### config.mk
export PLATFORM = sky130hd
export DESIGN_NAME = text_console_cursor_engine_core
export DESIGN_NICKNAME = d
export VERILOG_FILES = /design/src/hdl/tcce_pkg.sv /design/src/hdl/tcce_engine.sv /design/src/hdl/tcce_out_stage.sv /design/src/hdl/text_console_cursor_engine_core.sv
export SDC_FILE = /design/constraint.sdc
export NUM_CORES = 1
export LEC_CHECK = 0
export BUFFER_PORTS_ARGS = -buffer_cell sky130_fd_sc_hd__buf_2
export CORE_UTILIZATION = 41
export DETAILED_ROUTE_END_ITERATION = 7
export PLACE_DENSITY_LB_ADDON = 0.1
export SETUP_SLACK_MARGIN = 0.1
export SLEW_MARGIN = 10
export SYNTH_ARGS = -nofsm -noshare
export SYNTH_HDL_FRONTEND = slang
export SYNTH_HIERARCHICAL = 1
export SYNTH_SLANG_ARGS = --single-unit
### constraint.sdc
create_clock -name clk -period 9.6 [get_ports clk]
set_clock_uncertainty 0.05 [all_clocks]
set_input_delay 0.48 -clock clk [delete_from_list [all_inputs] [get_ports clk]]
set_output_delay 0.48 -clock clk [all_outputs]
set_load 0.03 [all_outputs]
### src/hdl/tcce_pkg.sv
`timescale 1ns / 1ps
// ----------------------------------------------------------------------------
// Text console cursor engine: shared package
// Command codes, character codes, register indexes and the result types that
// pass between the engine and the output stage.
// ----------------------------------------------------------------------------
package tcce_pkg;

  localparam int COL_W  = 7;   // cursor column, place_col
  localparam int ROW_W  = 5;   // rows, place_row, start and blank rows
  localparam int ADDR_W = 11;  // physical cell index
  localparam int CHAR_W = 8;
  localparam int ATTR_W = 8;
  localparam int CMD_W  = 2;
  localparam int WORD_W = ATTR_W + CHAR_W;

  localparam logic [CMD_W-1:0] CMD_WRITE = 2'd0;
  localparam logic [CMD_W-1:0] CMD_FORCE = 2'd1;
  localparam logic [CMD_W-1:0] CMD_PLACE = 2'd2;
  localparam logic [CMD_W-1:0] CMD_CLEAR = 2'd3;

  localparam logic [CHAR_W-1:0] CH_BS  = 8'h08;
  localparam logic [CHAR_W-1:0] CH_TAB = 8'h09;
  localparam logic [CHAR_W-1:0] CH_LF  = 8'h0A;
  localparam logic [CHAR_W-1:0] CH_CR  = 8'h0D;

  localparam logic REG_ATTRIBUTE     = 1'b0;
  localparam logic REG_CURSOR_ENABLE = 1'b1;

  typedef struct packed {
    logic              cell_write;
    logic [ADDR_W-1:0] cell_address;
    logic [WORD_W-1:0] cell_word;
    logic              row_blank;
    logic [ROW_W-1:0]  blank_row_index;
    logic              cursor_update;
    logic [ADDR_W-1:0] cursor_address;
    logic [ROW_W-1:0]  start_row;
    logic              last;
  } result_t;

  typedef struct packed {
    logic    clear;  // item is a clear: the output stage runs the blanking burst
    result_t res;
  } item_t;

endpackage

### src/hdl/tcce_engine.sv
`timescale 1ns / 1ps
// ----------------------------------------------------------------------------
// Text console cursor engine: command engine
// Holds the cursor and the rotating top row, and works out the result of one
// command combinationally.
// ----------------------------------------------------------------------------
module tcce_engine import tcce_pkg::*; #(
  parameter int COLUMNS   = 80,
  parameter int ROWS      = 25,
  parameter int TAB_WIDTH = 8
) (
  input  logic              clk,
  input  logic              rst,
  input  logic              step,
  input  logic [CMD_W-1:0]  command,
  input  logic [CHAR_W-1:0] char_code,
  input  logic [COL_W-1:0]  place_col,
  input  logic [ROW_W-1:0]  place_row,
  input  logic [ATTR_W-1:0] attribute,
  input  logic              cursor_enable,
  output item_t             item
);

  localparam logic [COL_W:0]   COL_LIMIT = (COL_W+1)'(COLUMNS);
  localparam logic [COL_W:0]   COL_LAST  = (COL_W+1)'(COLUMNS - 1);
  localparam logic [ROW_W-1:0] ROW_LAST  = ROW_W'(ROWS - 1);
  localparam logic [ROW_W:0]   ROW_COUNT = (ROW_W+1)'(ROWS);

  logic [COL_W-1:0] cursor_col, cursor_col_next;
  logic [ROW_W-1:0] cursor_row, cursor_row_next;
  logic [ROW_W-1:0] top_row, top_row_next;

  logic [COL_W:0]   col_wide;
  logic             printable;
  logic             store;
  logic             newline;
  logic             scrolled;
  logic [ROW_W-1:0] freed;
  logic [ADDR_W-1:0] cur_addr;
  logic [ADDR_W-1:0] new_addr;

  // Next tab stop for every column, built at elaboration.
  logic [COL_W:0] tab_lut [2**COL_W];

  for (genvar g = 0; g < 2**COL_W; g++) begin : g_tab
    assign tab_lut[g] = (COL_W+1)'((g / TAB_WIDTH + 1) * TAB_WIDTH);
  end

  function automatic logic [ADDR_W-1:0] phys_addr(input logic [ROW_W-1:0] top,
                                                  input logic [ROW_W-1:0] row,
                                                  input logic [COL_W-1:0] col);
    logic [ROW_W:0] sum;
    sum = {1'b0, top} + {1'b0, row};
    if (sum >= ROW_COUNT) begin
      sum = sum - ROW_COUNT;
    end
    return ADDR_W'(int'(sum[ROW_W-1:0]) * COLUMNS + int'(col));
  endfunction

  assign printable = (char_code[7] == 1'b0) && (char_code[6:5] != 2'b00);

  always_comb begin
    cursor_col_next = cursor_col;
    cursor_row_next = cursor_row;
    top_row_next    = top_row;
    col_wide        = {1'b0, cursor_col};
    store           = 1'b0;
    newline         = 1'b0;
    scrolled        = 1'b0;
    freed           = '0;
    case (command)
      CMD_CLEAR: begin
        cursor_col_next = '0;
        cursor_row_next = '0;
        top_row_next    = '0;
      end
      CMD_PLACE: begin
        cursor_col_next = ({1'b0, place_col} > COL_LAST) ? COL_LAST[COL_W-1:0] : place_col;
        cursor_row_next = (place_row > ROW_LAST) ? ROW_LAST : place_row;
      end
      default: begin
        if (command == CMD_FORCE || printable) begin
          store    = 1'b1;
          col_wide = {1'b0, cursor_col} + 1'b1;
        end else begin
          case (char_code)
            CH_BS: begin
              if (cursor_col != '0) begin
                col_wide = {1'b0, cursor_col} - 1'b1;
              end
            end
            CH_TAB: col_wide = tab_lut[cursor_col];
            CH_CR:  col_wide = '0;
            CH_LF: begin
              col_wide = '0;
              newline  = 1'b1;
            end
            default: col_wide = {1'b0, cursor_col};
          endcase
        end
        // Running past the last column wraps onto the next line.
        if (col_wide >= COL_LIMIT) begin
          col_wide = '0;
          newline  = 1'b1;
        end
        cursor_col_next = col_wide[COL_W-1:0];
        if (newline) begin
          if (cursor_row == ROW_LAST) begin
            scrolled     = 1'b1;
            freed        = top_row;
            top_row_next = (top_row == ROW_LAST) ? '0 : top_row + 1'b1;
          end else begin
            cursor_row_next = cursor_row + 1'b1;
          end
        end
      end
    endcase
  end

  assign cur_addr = phys_addr(top_row, cursor_row, cursor_col);
  assign new_addr = phys_addr(top_row_next, cursor_row_next, cursor_col_next);

  always_comb begin
    item.clear               = (command == CMD_CLEAR);
    item.res.cell_write      = store;
    item.res.cell_address    = store ? cur_addr : '0;
    item.res.cell_word       = store ? {attribute, char_code} : '0;
    item.res.row_blank       = scrolled;
    item.res.blank_row_index = freed;
    item.res.cursor_update   = cursor_enable;
    item.res.cursor_address  = new_addr;
    item.res.start_row       = top_row_next;
    item.res.last            = 1'b1;
  end

  always_ff @(posedge clk) begin
    if (rst) begin
      cursor_col <= '0;
      cursor_row <= '0;
      top_row    <= '0;
    end else if (step) begin
      cursor_col <= cursor_col_next;
      cursor_row <= cursor_row_next;
      top_row    <= top_row_next;
    end
  end

endmodule

### src/hdl/tcce_out_stage.sv
`timescale 1ns / 1ps
// ----------------------------------------------------------------------------
// Text console cursor engine: output stage
// Result register, plus the row counter that turns a clear into one blanking
// result per row.
// ----------------------------------------------------------------------------
module tcce_out_stage import tcce_pkg::*; #(
  parameter int ROWS = 25
) (
  input  logic    clk,
  input  logic    rst,
  input  logic    load,
  input  item_t   item,
  input  logic    cursor_enable,
  output logic    can_load,
  output logic    out_valid,
  input  logic    out_ready,
  output result_t res
);

  localparam logic [ROW_W-1:0] ROW_LAST = ROW_W'(ROWS - 1);

  logic             out_free;
  logic             burst;
  logic             burst_step;
  logic             burst_end;
  logic [ROW_W-1:0] row_cnt;
  result_t          blank_res;

  assign out_free   = !out_valid || out_ready;
  assign can_load   = out_free && !burst;
  assign burst_step = burst && out_free;
  assign burst_end  = (row_cnt == ROW_LAST);

  // A clear leaves the cursor and the start row at zero, so only the row
  // index, the last flag and the cursor update change along the burst.
  always_comb begin
    blank_res                 = '0;
    blank_res.row_blank       = 1'b1;
    blank_res.blank_row_index = burst ? row_cnt : '0;
    blank_res.last            = burst && burst_end;
    blank_res.cursor_update   = burst && burst_end && cursor_enable;
  end

  always_ff @(posedge clk) begin
    if (rst) begin
      out_valid <= 1'b0;
      burst     <= 1'b0;
      row_cnt   <= '0;
    end else begin
      if (load || burst_step) begin
        out_valid <= 1'b1;
      end else if (out_ready) begin
        out_valid <= 1'b0;
      end
      if (load && item.clear) begin
        burst   <= 1'b1;
        row_cnt <= ROW_W'(1);
      end else if (burst_step) begin
        if (burst_end) begin
          burst <= 1'b0;
        end else begin
          row_cnt <= row_cnt + 1'b1;
        end
      end
    end
  end

  always_ff @(posedge clk) begin
    if (load) begin
      res <= item.clear ? blank_res : item.res;
    end else if (burst_step) begin
      res <= blank_res;
    end
  end

endmodule

### src/hdl/text_console_cursor_engine_core.sv
`timescale 1ns / 1ps
// ----------------------------------------------------------------------------
// Text console cursor engine
// Character writer for a ROWS x COLUMNS text screen with a rotating start row.
// ----------------------------------------------------------------------------
// Commands arrive one per transfer on the input channel: write a character
// (printable bytes are stored, backspace, tab, carriage return and line feed
// move the cursor, other bytes are ignored), force-write any byte, place the
// cursor (clamped to the screen) or clear. Scrolling never copies memory: the
// start row advances and the freed physical row is reported for blanking in
// the same result as any character store. Write and place commands give one
// result each and are taken at one per cycle while the output stage can load;
// the combinational cursor update between the input register and the result
// register sets this rate. A clear gives ROWS results (one per physical row,
// in order) and holds the input side while the output stage's row counter
// steps through them. The configuration channel is always ready; attribute and
// cursor_enable should be written only while no command is in flight.
module text_console_cursor_engine_core import tcce_pkg::*; #(
  parameter int COLUMNS   = 80,
  parameter int ROWS      = 25,
  parameter int TAB_WIDTH = 8
) (
  input  logic              clk,
  input  logic              rst,
  // configuration channel
  input  logic              cfg_valid,
  output logic              cfg_ready,
  input  logic              cfg_index,
  input  logic [ATTR_W-1:0] cfg_data,
  // command channel
  input  logic              in_valid,
  output logic              in_ready,
  input  logic [CMD_W-1:0]  command,
  input  logic [CHAR_W-1:0] char_code,
  input  logic [COL_W-1:0]  place_col,
  input  logic [ROW_W-1:0]  place_row,
  // result channel
  output logic              out_valid,
  input  logic              out_ready,
  output logic              cell_write,
  output logic [ADDR_W-1:0] cell_address,
  output logic [WORD_W-1:0] cell_word,
  output logic              row_blank,
  output logic [ROW_W-1:0]  blank_row_index,
  output logic              cursor_update,
  output logic [ADDR_W-1:0] cursor_address,
  output logic [ROW_W-1:0]  start_row,
  output logic              last
);

  // Configuration registers.
  logic [ATTR_W-1:0] attribute;
  logic              cursor_enable;

  // Input register: holds one command until the engine can commit it.
  logic              ireg_valid;
  logic [CMD_W-1:0]  ireg_command;
  logic [CHAR_W-1:0] ireg_char_code;
  logic [COL_W-1:0]  ireg_place_col;
  logic [ROW_W-1:0]  ireg_place_row;

  logic    advance;
  logic    can_load;
  item_t   item;
  result_t res;

  assign cfg_ready = 1'b1;

  always_ff @(posedge clk) begin
    if (rst) begin
      attribute     <= 8'd15;
      cursor_enable <= 1'b1;
    end else if (cfg_valid) begin
      case (cfg_index)
        REG_ATTRIBUTE:     attribute     <= cfg_data;
        REG_CURSOR_ENABLE: cursor_enable <= cfg_data[0];
        default: begin
        end
      endcase
    end
  end

  // The engine commits a command whenever the output stage can take its
  // result, so a new transfer is accepted in the same cycle.
  assign advance  = ireg_valid && can_load;
  assign in_ready = !ireg_valid || advance;

  always_ff @(posedge clk) begin
    if (rst) begin
      ireg_valid <= 1'b0;
    end else if (in_ready) begin
      ireg_valid <= in_valid;
    end
  end

  always_ff @(posedge clk) begin
    if (in_valid && in_ready) begin
      ireg_command   <= command;
      ireg_char_code <= char_code;
      ireg_place_col <= place_col;
      ireg_place_row <= place_row;
    end
  end

  tcce_engine #(
    .COLUMNS   (COLUMNS),
    .ROWS      (ROWS),
    .TAB_WIDTH (TAB_WIDTH)
  ) u_engine (
    .clk           (clk),
    .rst           (rst),
    .step          (advance),
    .command       (ireg_command),
    .char_code     (ireg_char_code),
    .place_col     (ireg_place_col),
    .place_row     (ireg_place_row),
    .attribute     (attribute),
    .cursor_enable (cursor_enable),
    .item          (item)
  );

  tcce_out_stage #(
    .ROWS (ROWS)
  ) u_out_stage (
    .clk           (clk),
    .rst           (rst),
    .load          (advance),
    .item          (item),
    .cursor_enable (cursor_enable),
    .can_load      (can_load),
    .out_valid     (out_valid),
    .out_ready     (out_ready),
    .res           (res)
  );

  assign cell_write      = res.cell_write;
  assign cell_address    = res.cell_address;
  assign cell_word       = res.cell_word;
  assign row_blank       = res.row_blank;
  assign blank_row_index = res.blank_row_index;
  assign cursor_update   = res.cursor_update;
  assign cursor_address  = res.cursor_address;
  assign start_row       = res.start_row;
  assign last            = res.last;

endmodule
---- Word level (Yosys, flattened, before mapping) ----
Memories as Yosys holds them, arrays and structs flattened.
Index checks and enable logic that the tools add are counted.
storage, ports and cells
  bits in registers ....................... 108
  memory bits (writable) .................. 0
  ROM bits ................................ 1024
  output and inout port bits .............. 55
  word-level logic and storage cells ...... 132
  input port bits ......................... 36
  memories kept ........................... 1
  bits in latches ......................... 0
memories
  memory           depth  bits a word  read ports  clocked after memory_dff  wr ports  line               RTL
  (no name shown)  128    8            1           0                         0         tcce_engine.sv:92  CH_TAB: col_wide = tab_lut[cursor_col];
operators by class
  equality and inequality tests ........... 11
  div/mod/pow operators ................... 0
  multiplexer cells ....................... 45
  bitwise gates (word level) .............. 4
  add/sub/neg operators ................... 11
  order comparisons ....................... 6
  reduce and logical (&&, ||, !) cells .... 29
  $mul .................................... 2
  shift-type cells ........................ 0
operators by type and width
  cell                                                                                  number
  52-bit 2-to-1 mux                                                                     3
  5-bit 2-to-1 mux                                                                      12
  8-bit 2-to-1 mux                                                                      5
  8-bit by 4-bit == test with 1-bit output (second input constant)                      4
  8-bit one-hot mux with 3 select lines                                                 1
  11-bit by 8-bit adder with 11-bit output                                              2
  5-bit one-hot mux with 2 select lines                                                 2
  1-bit 2-to-1 mux                                                                      17
  16-bit 2-to-1 mux                                                                     1
  5-bit by 1-bit adder with 5-bit output (second input constant)                        3
  5-bit == test (second input constant)                                                 3
  5-bit by 3-bit multiplier with 7-bit output (second input constant)                   2
  7-bit 2-to-1 mux                                                                      2
  7-bit one-hot mux with 2 select lines                                                 1
  5-bit by 5-bit adder with 6-bit output                                                2
  6-bit by 5-bit greater-or-equal comparator with 1-bit output (second input constant)  2
  11-bit 2-to-1 mux                                                                     1
  2-bit AND reduction                                                                   5
  2-bit nonzero test                                                                    5
  5-bit subtractor (second input constant)                                              2
  7-bit by 1-bit adder with 8-bit output (second input constant)                        1
  8-bit by 7-bit greater-or-equal comparator with 1-bit output (second input constant)  1
  8-bit greater-or-equal comparator (second input constant)                             1
  1-bit logical AND                                                                     8
  12 further kinds                                                                      22

---- Longest topological paths before layout ----
Gate-level depths: netlist (run 1).
  depth after elaboration ................. 19
  depth in mapped cells ................... 30
  mapped depth without buffers ............ 30

---- By module ----
The synthesis (run 1) kept the hierarchy.
modules (own cells, without submodules)
  module                           sequential area each (um^2)  area each (um^2)  cells an instance  times used
  tcce_engine                      340.3                        3318.2            447                1
  tcce_out_stage                   1701.6                       2362.3            167                1
  text_console_cursor_engine_core  860.8                        1106.1            68                 1

---- Worst setup path after synthesis (run 1) ----
No wires, ideal clock.
  path kind ............................... register -> register
  from .................................... register u_engine.cursor_col[1]
  to ...................................... register, netlist name u_out_stage/res[16]
  stages on the path, launching flop included .. 28
  library setup time ...................... 0.255 ns
  period minus slack after synthesis ...... 6.572 ns
  arrival ................................. 6.267 ns
  path slack .............................. 3.028 ns
  data required time ...................... 9.295 ns
  path buffers ............................ 0
  cells stage by stage .................... dfxtp_1 inv_1 ha_1 or3b_1 or4_1 a32o_1 a221oi_2 o21a_2 o21ai_2 inv_1 nand2_1 o21ai_0 ha_1 inv_1 fa_1 ha_1 and2_1 nor2b_1 o31ai_4 mux2i_1 ha_1 ha_1 fa_1 nand3b_1 a2111oi_0 a221oi_1 xnor2_1 and2_1
RTL lines
  item                    line                RTL
  start, declared         tcce_engine.sv:29   logic [COL_W-1:0] cursor_col, cursor_col_next;
  start signal, assigned  tcce_engine.sv:142  cursor_col <= cursor_col_next;

==> results of run 1 <==
## worst max-delay path: cells and delay by family (launching register included)
family	cells	cell delay, ps
XOR/XNOR	1	150
adder cells (fa/ha/maj)	5	1370
AO/OA/AOI/OAI	9	2460
buffers and inverters	2	210
multiplexers	2	480
AND/OR/NAND/NOR	9	2070
flip-flops	1	390
## per-layer routing
layer  GRT usage  part of all wire
met1      0.2411              0.45
met2      0.3265              0.48
met3     0.02891             0.041
met4     0.08587             0.026
met5           0                 0
## cell families (layout without fill, tap and decap cells)
family	count (synthesis)	in the layout	synth area share
AO/OA/AOI/OAI	149	149	0.1521
XOR/XNOR	24	24	0.03208
buffers and inverters	69	144	0.04886
multiplexers	19	19	0.02894
flip-flops	108	108	0.4277
adder cells (fa/ha/maj)	50	50	0.09882
other	2	2	0.001107
AND/OR/NAND/NOR	261	261	0.2104
## state kept, by name, summed over array words and instances (netlist names)
register               flops
attribute                  8
ireg_char_code             8
u_engine/cursor_row        5
u_out_stage/row_cnt        5
u_out_stage/res           52
ireg_command               2
cursor_enable              1
u_engine/top_row           5
ireg_place_col             7
u_out_stage/burst          1
u_engine/cursor_col        7
ireg_place_row             5
u_out_stage/out_valid      1
ireg_valid                 1
## final cells by class
type,count,area (sq um)
clock inverters,4,36.28
well taps,216,270.3
multi-input cells,505,3553
flip-flops and latches,108,2903
fillers,1516,8363
repair buffers,93,475.5
inverters,35,131.4
clock buffers,12,267.8
## worst paths after layout
| path | from | to | slack, ps | cells after the start |
|---|---|---|---|---|
| setup / recovery | u_engine/cursor_col[1]$_SDFFE_PP0P_ | u_out_stage/res[16]$_SDFFCE_PP0P_ | 2180 | 28 |
| hold / removal | char_code[2] | ireg_char_code[2]$_DFFE_PP_ | 240 | 1 |
| setup reg to reg | u_engine/cursor_col[1]$_SDFFE_PP0P_ | u_out_stage/res[16]$_SDFFCE_PP0P_ | 2180 | 28 |
| hold reg to reg | attribute[5]$_SDFFE_PP0P_ | attribute[5]$_SDFFE_PP0P_ | 430 | 2 |
## cell usage in the layout, fill, tap and decap left out, types with 14 or more instances in the layout
cell type	instances
a21oi_1	30
mux2i_1	17
nor2_1	51
o21ai_0	35
and2_1	71
ha_1	44
nand2_1	47
dfxtp_1	34
inv_1	35
edfxtp_1	74
nand2b_1	21
xnor2_1	14
buf_2	89
## metrics by stage
step           std cells  total power, mW  worst slack [ps]
2_1_floorplan        682           0.6801              3028
3_3_place_gp         957           0.7274              2548
3_5_place_dp         957           0.7287              2184
4_1_cts              973            1.114              2139
5_1_grt              973            1.149              1601
6_report             973            1.100              2179
## power groups by stage
stage          clock network, mW  registers [mW]  logic (mW)
2_1_floorplan                  0           0.579       0.101
3_3_place_gp                   0           0.555       0.173
3_5_place_dp                   0           0.555       0.174
4_1_cts                    0.394           0.544       0.175
5_1_grt                    0.408           0.548       0.192
6_report                   0.383           0.544       0.173
==> impl_metrics.csv, run 1 <==
group,metric,value,unit
power_and_ir_drop,ir_worst_vdd,0.00008347,V
cts,cts_root_buffer,"clkbuf_16",
cts,cts.reportedPaths.clkPinSlew,80,ps
global_route,gr-total-overflow,0,
timing,finalHoldViolations,0,
worst_hold_path,hold_path_class,"in2reg",
cts,clk_path_buf_depth,2,
logic_synthesis,syn_nets,768,
critical_path,worstSetupStartpointType,"flop",
drt,vias,5188,
global_route,grtUsageTotal,0.1920,
drt,drt_iter0_drc,282,
placed_design,io_buffers,89,
logic_synthesis,synth_edf_count,74,
floorplan,die-width,130.7,um
critical_path,cp_slowest_cell,"a2111oi_0",
placed_design,hpwl,11.67,mm
logic_synthesis,yosys-top-cells-area,"edfxtp_1 (33%), dfxtp_1 (10%), ha_1 (8.1%), and2_1 (6.5%), nor2_1 (2.8%)",
critical_path,worst-path-max-fanout,8,
drt,routedWlPerCell,16.08,um
timing,setup_violations,0,
logic_synthesis,synthesis.area,0.006787,sq mm
power_and_ir_drop,intPower,0.7873,mW
power_and_ir_drop,pwr-share-comb,0.157,
placed_design,place_congestion,0.8836,
timing,tns,0,ps
cts,cts_tree,"built",
drt,drt_pass1_iterations,5,
logic_synthesis,syn_inst,682,
cts,numClockSinks,108,
critical_path,end_kind,"flop",
timing,whs,242.7,ps
critical_path,max_stage_delay,500,ps
critical_path,path_class,"reg2reg",
flow_run,maxCapViolCount,0,
final_layout,finalInstanceArea,0.007637,sq mm
logic_synthesis,yosys.cell_types.count,73,
cts,cts_resized,0,
critical_path,crit_top_cell,"ha_1",
cts,htree_num_levels,3,
power_and_ir_drop,power_frac_seq,0.495,
logic_synthesis,async_reset_ff_frac,0,
global_route,grt_first_pass_wirelength,24.90,mm
logic_synthesis,synth_top_area_frac,0.3274,
cts,cts_buffers,9,
logic_synthesis,ys_ff_latch,108,
global_route,antenna_found_initial,0,
floorplan,io_pins,91,
timing,fmax,134.8,MHz
cts,cts_setup_buffers,0,
drt,routed_via_density,5.332,
floorplan,core,0.01600,sq mm
logic_synthesis,ys_seq_area_frac,0.4277,
drt,drcViolationCount,0,
cts,cts_hold_buf,0,
placed_design,dpl_cell_area,0.007333,sq mm
final_layout,final_core_util,0.4773,
drt,routed_wl,15.64,mm
floorplan,core.rowCount,46,
floorplan,die-area,0.01707,sq mm
final_layout,finalNetCount,838,
final_layout,area_growth,12.54,%
power_and_ir_drop,p_switching,0.3125,mW
timing,rsz0062_at_grt,"false",
logic_synthesis,ys_warn_count,6,
power_and_ir_drop,power_density,144.0,mW/mm^2
logic_synthesis,syn_avg_cell_area,9.951,sq um
cts,clk_latency,360,ps
outcome,status,"complete, no violations",
power_and_ir_drop,p_leak,3.079,nW
timing,final-max-slew-violation-count,0,
power_and_ir_drop,p_sw_frac,0.2842,
logic_synthesis,ys_top_cells_by_count,"edfxtp_1 (74), and2_1 (71), nor2_1 (51), nand2_1 (47), ha_1 (44)",
global_route,grt_pass1_vias,4882,
floorplan,die_h,130.7,um
power_and_ir_drop,clkPwrFrac,0.348,
critical_path,crit_required,9670,ps
timing,max-slew-margin-rel,0.4970,
logic_synthesis,yosysMostFrequentCell,"edfxtp_1",
final_layout,n_antenna_cell,0,
logic_synthesis,synth_flop_cell,"edfxtp_1",
timing,max_slew.worst_pin.slew,748.7,ps
logic_synthesis,synth_largest_area_cell,"edfxtp_1",
timing,finalCritPeriodShare,0.7730,
critical_path,cp.arrival,7490,ps
global_route,grt_max_degree,40,
final_layout,drive_gt1_frac,0.1664,
timing,period_minus_slack,7421,ps
drt,ant_nets,0,
floorplan,start_util,0.4241,
No activity file was read; power rests on OpenSTA's default activity.
==> run 2: changes to the inputs <==
clock period = 7.1 ns   (was 9.6 ns; I/O delays follow)
==> run 2 against run 1 <==
Via count is 3.7% higher; combinational power is 57% higher; maximum frequency is 9.6% higher; count of clock-buffer cells in the layout is 2 lower; final cell count is 3.8% higher; worst setup slack worse by 1800 ps; critical path depth stayed put; sequential power is 34% higher; clock power is 25% higher; first-iteration DRC count is 22% higher; register-to-register slack worse by 1800 ps; critical endpoint unchanged; largest power group unchanged.
==> impl_metrics.csv, run 2 (synthesis results as in run 1) <==
group,metric,value,unit
outcome,status,"complete, no violations",
critical_path,cp_top_family,"adder cells",
drt,ant_nets,0,
timing,finalHoldViolations,0,
timing,finalCritPeriodShare,0.9533,
global_route,grt_first_pass_wirelength,25.85,mm
floorplan,die_h,130.7,um
final_layout,finalNetCount,875,
floorplan,core.rowCount,46,
power_and_ir_drop,ir_worst_vdd,0.0001132,V
cts,cts_buffers,9,
worst_hold_path,hold_path_class,"in2reg",
cts,clk_path_buf_depth,2,
cts,cts_hold_buf,0,
cts,clk_latency,360,ps
timing,whs,122.1,ps
cts,htree_num_levels,3,
global_route,grtUsageTotal,0.1989,
drt,drcViolationCount,0,
timing,rsz0062_at_grt,"false",
placed_design,dp_cells,977,
final_layout,largest-register,"u_out_stage/res",
final_layout,mostFrequentLayoutCells,"buf_2 (89), edfxtp_1 (74), and2_1 (69), nor2_1 (50), nand2_1 (45)",
cts,cts.reportedPaths.clkPinSlew,80,ps
critical_path,end_kind,"flop",
critical_path,r2r-end,"u_out_stage/res[16]$_SDFFCE_PP0P_",
placed_design,hpwl,12.23,mm
critical_path,cp.arrival,6840,ps
placed_design,place_congestion,0.9090,
floorplan,io_pins,91,
power_and_ir_drop,power_density,183.7,mW/mm^2
floorplan,die-width,130.7,um
drt,routedWlPerCell,16.49,um
critical_path,cp_slowest_cell,"fa_1",
critical_path,path_class,"reg2reg",
timing,final-max-slew-violation-count,0,
power_and_ir_drop,p_total,1.481,mW
flow_run,maxCapViolCount,0,
power_and_ir_drop,p_leak,3.265,nW
critical_path,worst-path-max-fanout,5,
cts,cts_tree,"built",
worst_hold_path,hold-path-endpoint,"ireg_char_code[5]$_DFFE_PP_",
critical_path,max_stage_delay,590,ps
timing,max-slew-margin-rel,0.5070,
global_route,grt_pass1_vias,5142,
worst_hold_path,worstHoldStart,"char_code[5]",
critical_path,rr_startpoint,"u_engine/cursor_col[1]$_SDFFE_PP0P_",
cts,numClockSinks,108,
worst_hold_path,holdPathStages,1,
global_route,antenna_found_initial,0,
floorplan,core,0.01600,sq mm
cts,cts_root_buffer,"clkbuf_16",
timing,fmax,147.7,MHz
drt,vias,5381,
timing,tns,0,ps
drt,drt_pass1_iterations,4,
placed_design,io_buffers,89,
final_layout,n_antenna_cell,0,
critical_path,worstSetupStartpointType,"flop",
global_route,grt_max_degree,40,
drt,routed_via_density,5.328,
floorplan,start_util,0.4241,
critical_path,worst-path-buf-inv,2,
drt,drt_iter0_drc,345,
final_layout,area_growth,18.81,%
final_layout,largest_registers,"u_out_stage/res (52), attribute (8), ireg_char_code (8)",
global_route,gr-total-overflow,0,
timing,setup_violations,0,
critical_path,crit_required,7170,ps
timing,max_slew.worst_pin.slew,738.0,ps
final_layout,final_common_cell,"buf_2",
final_layout,drive_gt1_frac,0.2456,
timing,period_minus_slack,6768,ps
floorplan,die-area,0.01707,sq mm
final_layout,fin_cells,1010,
critical_path,r2r_slack,330,ps
drt,routed_wl,16.65,mm
critical_path,rr_worst_depth,28,
final_layout,largest_reg_flops,52,
run 2: cell count changes in the layout (fill, tap and decap cells not counted), moves of 3 or more:
cell	previous run	this run
a21oi_1	30	26
a21oi_2	1	4
buf_4	4	41
ha_1	44	39
ha_2	0	3
inv_1	35	32
inv_2	0	3
o21ai_0	35	31
run 2: how the worst max path moves through the flow:
stage,slack [ps],endpoint,cells after the start,startpoint
6_report,330,u_out_stage/res[16]$_SDFFCE_PP0P_,28,u_engine/cursor_col[1]$_SDFFE_PP0P_
5_1_grt,30,u_out_stage/res[16]$_SDFFCE_PP0P_,28,u_engine/cursor_col[1]$_SDFFE_PP0P_
4_1_cts,110,u_out_stage/res[16]$_SDFFCE_PP0P_,28,u_engine/cursor_col[0]$_SDFFE_PP0P_
3_5_place_dp,-140,u_out_stage/res[16]$_SDFFCE_PP0P_,28,u_engine/cursor_col[0]$_SDFFE_PP0P_
3_3_place_gp,170,u_out_stage/res[16]$_SDFFCE_PP0P_,29,u_engine/cursor_col[0]$_SDFFE_PP0P_
2_1_floorplan,530,u_out_stage/res[16]$_SDFFCE_PP0P_,27,u_engine/cursor_col[1]$_SDFFE_PP0P_
run 2: final cells by class:
type,count,area (sq um)
Tap cell,216,270.3
Clock inverter,6,45.04
Clock buffer,10,229.0
Sequential cell,108,2908
Multi-Input combinational cell,505,3726
Timing Repair Buffer,130,753.2
Inverter,35,131.4
Fill cell,1514,7938
run 2: per-stage QoR:
| stage | instance area [sq um] | setup WS, ps | utilization |
|---|---|---|---|
| finish | 8063 | 331.6 | 0.5039 |
| global route | 8063 | 31.75 | 0.5039 |
| CTS | 7821 | 109.2 | 0.4888 |
| detailed placement | 7483 | -138.6 | 0.4677 |
| global placement | 7483 | 169.7 | 0.4677 |
| floorplan | 6787 | 528.0 | - |
run 2: worst register-to-register path: cells and delay by family, from the launching register on:
family	cells	cell delay, ps
DFF	1	340
muxes	1	290
AOI/OAI and AO/OA	7	1620
xor gates and xnor gates	2	170
buffers and inverters	2	120
and+or+nand+nor	9	1800
adders and majority gates	7	2140
run 2: routing by layer:
| layer | wire length (um) | track usage | up-vias | part of all wire |
|---|---|---|---|---|
| met5 | 0 | 0 | - | 0 |
| met4 | 313 | 0.08654 | 0 | 0.019 |
| met3 | 712 | 0.02891 | 22 | 0.043 |
| met2 | 8318 | 0.3405 | 136 | 0.50 |
| met1 | 7306 | 0.2496 | 2580 | 0.44 |
| li1 | - | - | 2643 | - |
run 2: report_power, final:
group / total (mW) / internal, mW / switching (mW)
logic: 0.272 / 0.102 / 0.170
clock network: 0.478 / 0.241 / 0.237
registers: 0.731 / 0.711 / 0.0196
run 2: repair_timing:
action | 4_1_cts | 5_1_grt
pin swaps | 1 | 18
gates resized for setup | 8 | 40
setup endpoints to repair | 1 | 2
setup buffers | 4 | 13
==> run 3: changes to the inputs <==
ABC_AREA = 1   (was default)
clock period = 5.8 ns   (was 7.1 ns; I/O delays follow)
==> run 3 against run 2 <==
Clock power grew 38%; sequential cell count unchanged; maximum frequency up 25%; critical path depth up 7; design area up 9.8%.
==> impl_metrics.csv, run 3 <==
group,metric,value,unit
final_layout,area_growth,19.92,%
logic_synthesis,syn_avg_cell_area,8.561,sq um
cts,cts_hold_buf,0,
timing,max_slew.worst_pin.slew,909.2,ps
timing,period_minus_slack,5427,ps
logic_synthesis,yosys.cell_types.count,53,
logic_synthesis,synth_largest_area_cell,"edfxtp_1",
final_layout,largest_reg_flops,52,
final_layout,multi_input_area,0.003837,sq mm
floorplan,core.rowCount,48,
power_and_ir_drop,power_frac_seq,0.387,
logic_synthesis,ys_ff_latch,108,
timing,setup_violations,0,
floorplan,core,0.01742,sq mm
power_and_ir_drop,intPower,1.563,mW
logic_synthesis,synth_flop_cell,"edfxtp_1",
flow_run,maxCapViolCount,0,
final_layout,final_common_cell,"inv_1",
power_and_ir_drop,p_switching,0.7947,mW
drt,routedWlPerCell,13.27,um
drt,vias,5729,
cts,cts_tree,"built",
power_and_ir_drop,clkPwrFrac,0.280,
floorplan,die-width,136.2,um
placed_design,place_congestion,0.8687,
final_layout,drive_gt1_frac,0.3192,
final_layout,finalInstanceArea,0.008850,sq mm
logic_synthesis,yosysMostFrequentCell,"inv_1",
cts,clk_latency,350,ps
global_route,grtUsageTotal,0.1761,
floorplan,die-area,0.01854,sq mm
drt,drcViolationCount,0,
logic_synthesis,synthesis.area,0.007380,sq mm
logic_synthesis,syn_inst,862,
drt,drt_iter0_drc,303,
timing,rsz0062_at_grt,"false",
power_and_ir_drop,p_sw_frac,0.3371,
critical_path,worst-path-max-fanout,7,
outcome,status,"complete, no violations",
logic_synthesis,ys_warn_count,6,
logic_synthesis,ys_seq_area_frac,0.3934,
cts,numClockSinks,108,
drt,drt_pass1_iterations,5,
critical_path,end_kind,"flop",
logic_synthesis,synth_top_area_frac,0.3011,
final_layout,nFillCells,1689,
critical_path,worst-path-buf-inv,6,
placed_design,io_buffers,89,
logic_synthesis,syn_nets,948,
drt,routed_wl,16.16,mm
timing,fmax,184.3,MHz
timing,finalCritPeriodShare,0.9357,
critical_path,cp_slowest_cell,"fa_1",
drt,ant_nets,0,
critical_path,cp_top_family,"simple AND/OR/NAND/NOR gates",
critical_path,rr_worst_depth,35,
worst_hold_path,hold_path_class,"in2reg",
critical_path,worstSetupStartpointType,"flop",
cts,cts_buffers,9,
final_layout,largest-register,"u_out_stage/res",
final_layout,n_antenna_cell,0,
timing,tns,0,ps
floorplan,io_pins,91,
critical_path,cp.arrival,5470,ps
timing,max-slew-margin-rel,0.3932,
global_route,antenna_found_initial,0,
power_and_ir_drop,p_leak,4.011,nW
final_layout,finalNetCount,1074,
drt,routed_via_density,4.704,
critical_path,r2r_slack,370,ps
cts,htree_num_levels,3,
global_route,gr-total-overflow,0,
logic_synthesis,yosys-top-cells-area,"edfxtp_1 (30%), dfxtp_1 (9.2%), inv_1 (7.7%), ha_1 (7.5%), nand2_1 (6.7%)",
final_layout,largest_registers,"u_out_stage/res (52), attribute (8), ireg_char_code (8)",
cts,cts.reportedPaths.clkPinSlew,80,ps
critical_path,path_class,"reg2reg",
final_layout,layout.area.seq,0.002904,sq mm
power_and_ir_drop,ir_worst_vdd,0.0001572,V
timing,final-max-slew-violation-count,0,
global_route,grt_pass1_vias,5190,
worst_hold_path,holdPathStages,1,
global_route,grt_first_pass_wirelength,25.48,mm
critical_path,max_stage_delay,550,ps
power_and_ir_drop,pwr-share-comb,0.332,
final_layout,mostFrequentLayoutCells,"inv_1 (145), nand2_1 (122), buf_2 (89), edfxtp_1 (74), nor2_1 (69)",
global_route,grt_max_degree,53,
timing,finalHoldViolations,0,
cts,clk_path_buf_depth,2,
floorplan,start_util,0.4237,
critical_path,cp.depth,35,
cts,cts_root_buffer,"clkbuf_16",
placed_design,dpl_cell_area,0.008175,sq mm
floorplan,die_h,136.2,um
power_and_ir_drop,power_density,266.4,mW/mm^2
critical_path,crit_required,5850,ps
logic_synthesis,async_reset_ff_frac,0,
logic_synthesis,ys_top_cells_by_count,"inv_1 (151), nand2_1 (132), edfxtp_1 (74), nor2_1 (71), a21oi_1 (45)",
logic_synthesis,synth_edf_count,74,
placed_design,hpwl,12.21,mm
[run 3: cell types whose count changed after synthesis, moves of 14 or more]
cell and delta:
and2_1 -71, nand2b_1 -21, inv_1 +116, nand2_2 +14, a21oi_1 +15, inv_2 +15, mux2i_1 -17, nor2_1 +20
nand3_1 +30, nor2_4 +44, nand2_1 +85
[run 3: per-layer routing]
layer	vias up	global-route usage	routed length, um
li1	3010	-	-
met3	19	0.02610	512
met4	0	0.04938	231
met1	2609	0.2313	7774
met2	91	0.2986	7642
met5	-	0	0
[run 3: timing repair]
action | CTS | global route
cloned | 0 | 0
gates resized for setup | 1 | 60
endpoints found under the setup margin | 1 | 4
pin swaps | 0 | 29
endpoints found under the hold margin | 0 | 0
setup buffers | 0 | 15
[run 3: cell families after synthesis]
family	after synthesis	synth area share
simple gates	359	0.2737
other cells	2	0.001018
flops	108	0.3934
compound gates	121	0.09478
buf+inv	199	0.1190
xor+xnor	23	0.02730
fa+ha+maj	50	0.09088
[run 3: path summary, 6_finish.rpt]
path | endpoint | startpoint
setup / recovery | u_out_stage/res[16]$_SDFFCE_PP0P_ | ireg_char_code[6]$_DFFE_PP_
hold reg to reg | attribute[1]$_SDFFE_PP1P_ | attribute[1]$_SDFFE_PP1P_
setup reg to reg | u_out_stage/res[16]$_SDFFCE_PP0P_ | ireg_char_code[6]$_DFFE_PP_
hold / removal | ireg_place_col[3]$_DFFE_PP_ | place_col[3]
[run 3: through the flow]
stage	hold WS (ps)	power, mW	util	setup slack [ps]	instances
2_1_floorplan	309.1	1.464	-	296.8	862
3_3_place_gp	395.6	1.632	0.4694	141.7	1187
3_5_place_dp	395.4	1.633	0.4694	46.26	1187
4_1_cts	46.34	2.305	0.4883	105.3	1203
5_1_grt	45.44	2.494	0.5081	99.11	1218
6_report	58.77	2.358	0.5081	372.7	1218
[run 3: cell type report]
cell class | instances | share of cell area
inverter | 171 | 0.07338
tap | 225 | 0.03181
timing repair buffer | 143 | 0.09656
sequential | 108 | 0.3281
clock buffer | 12 | 0.03026
clock inverter | 4 | 0.006221
multi-input combinational | 555 | 0.4336
[run 3: power by group through the flow]
stage | clock network (mW) | registers, mW | logic (mW)
6_report | 0.661 | 0.913 | 0.784
5_1_grt | 0.704 | 0.920 | 0.870
4_1_cts | 0.682 | 0.913 | 0.710
3_5_place_dp | 0 | 0.930 | 0.703
3_3_place_gp | 0 | 0.930 | 0.703
2_1_floorplan | 0 | 0.982 | 0.481
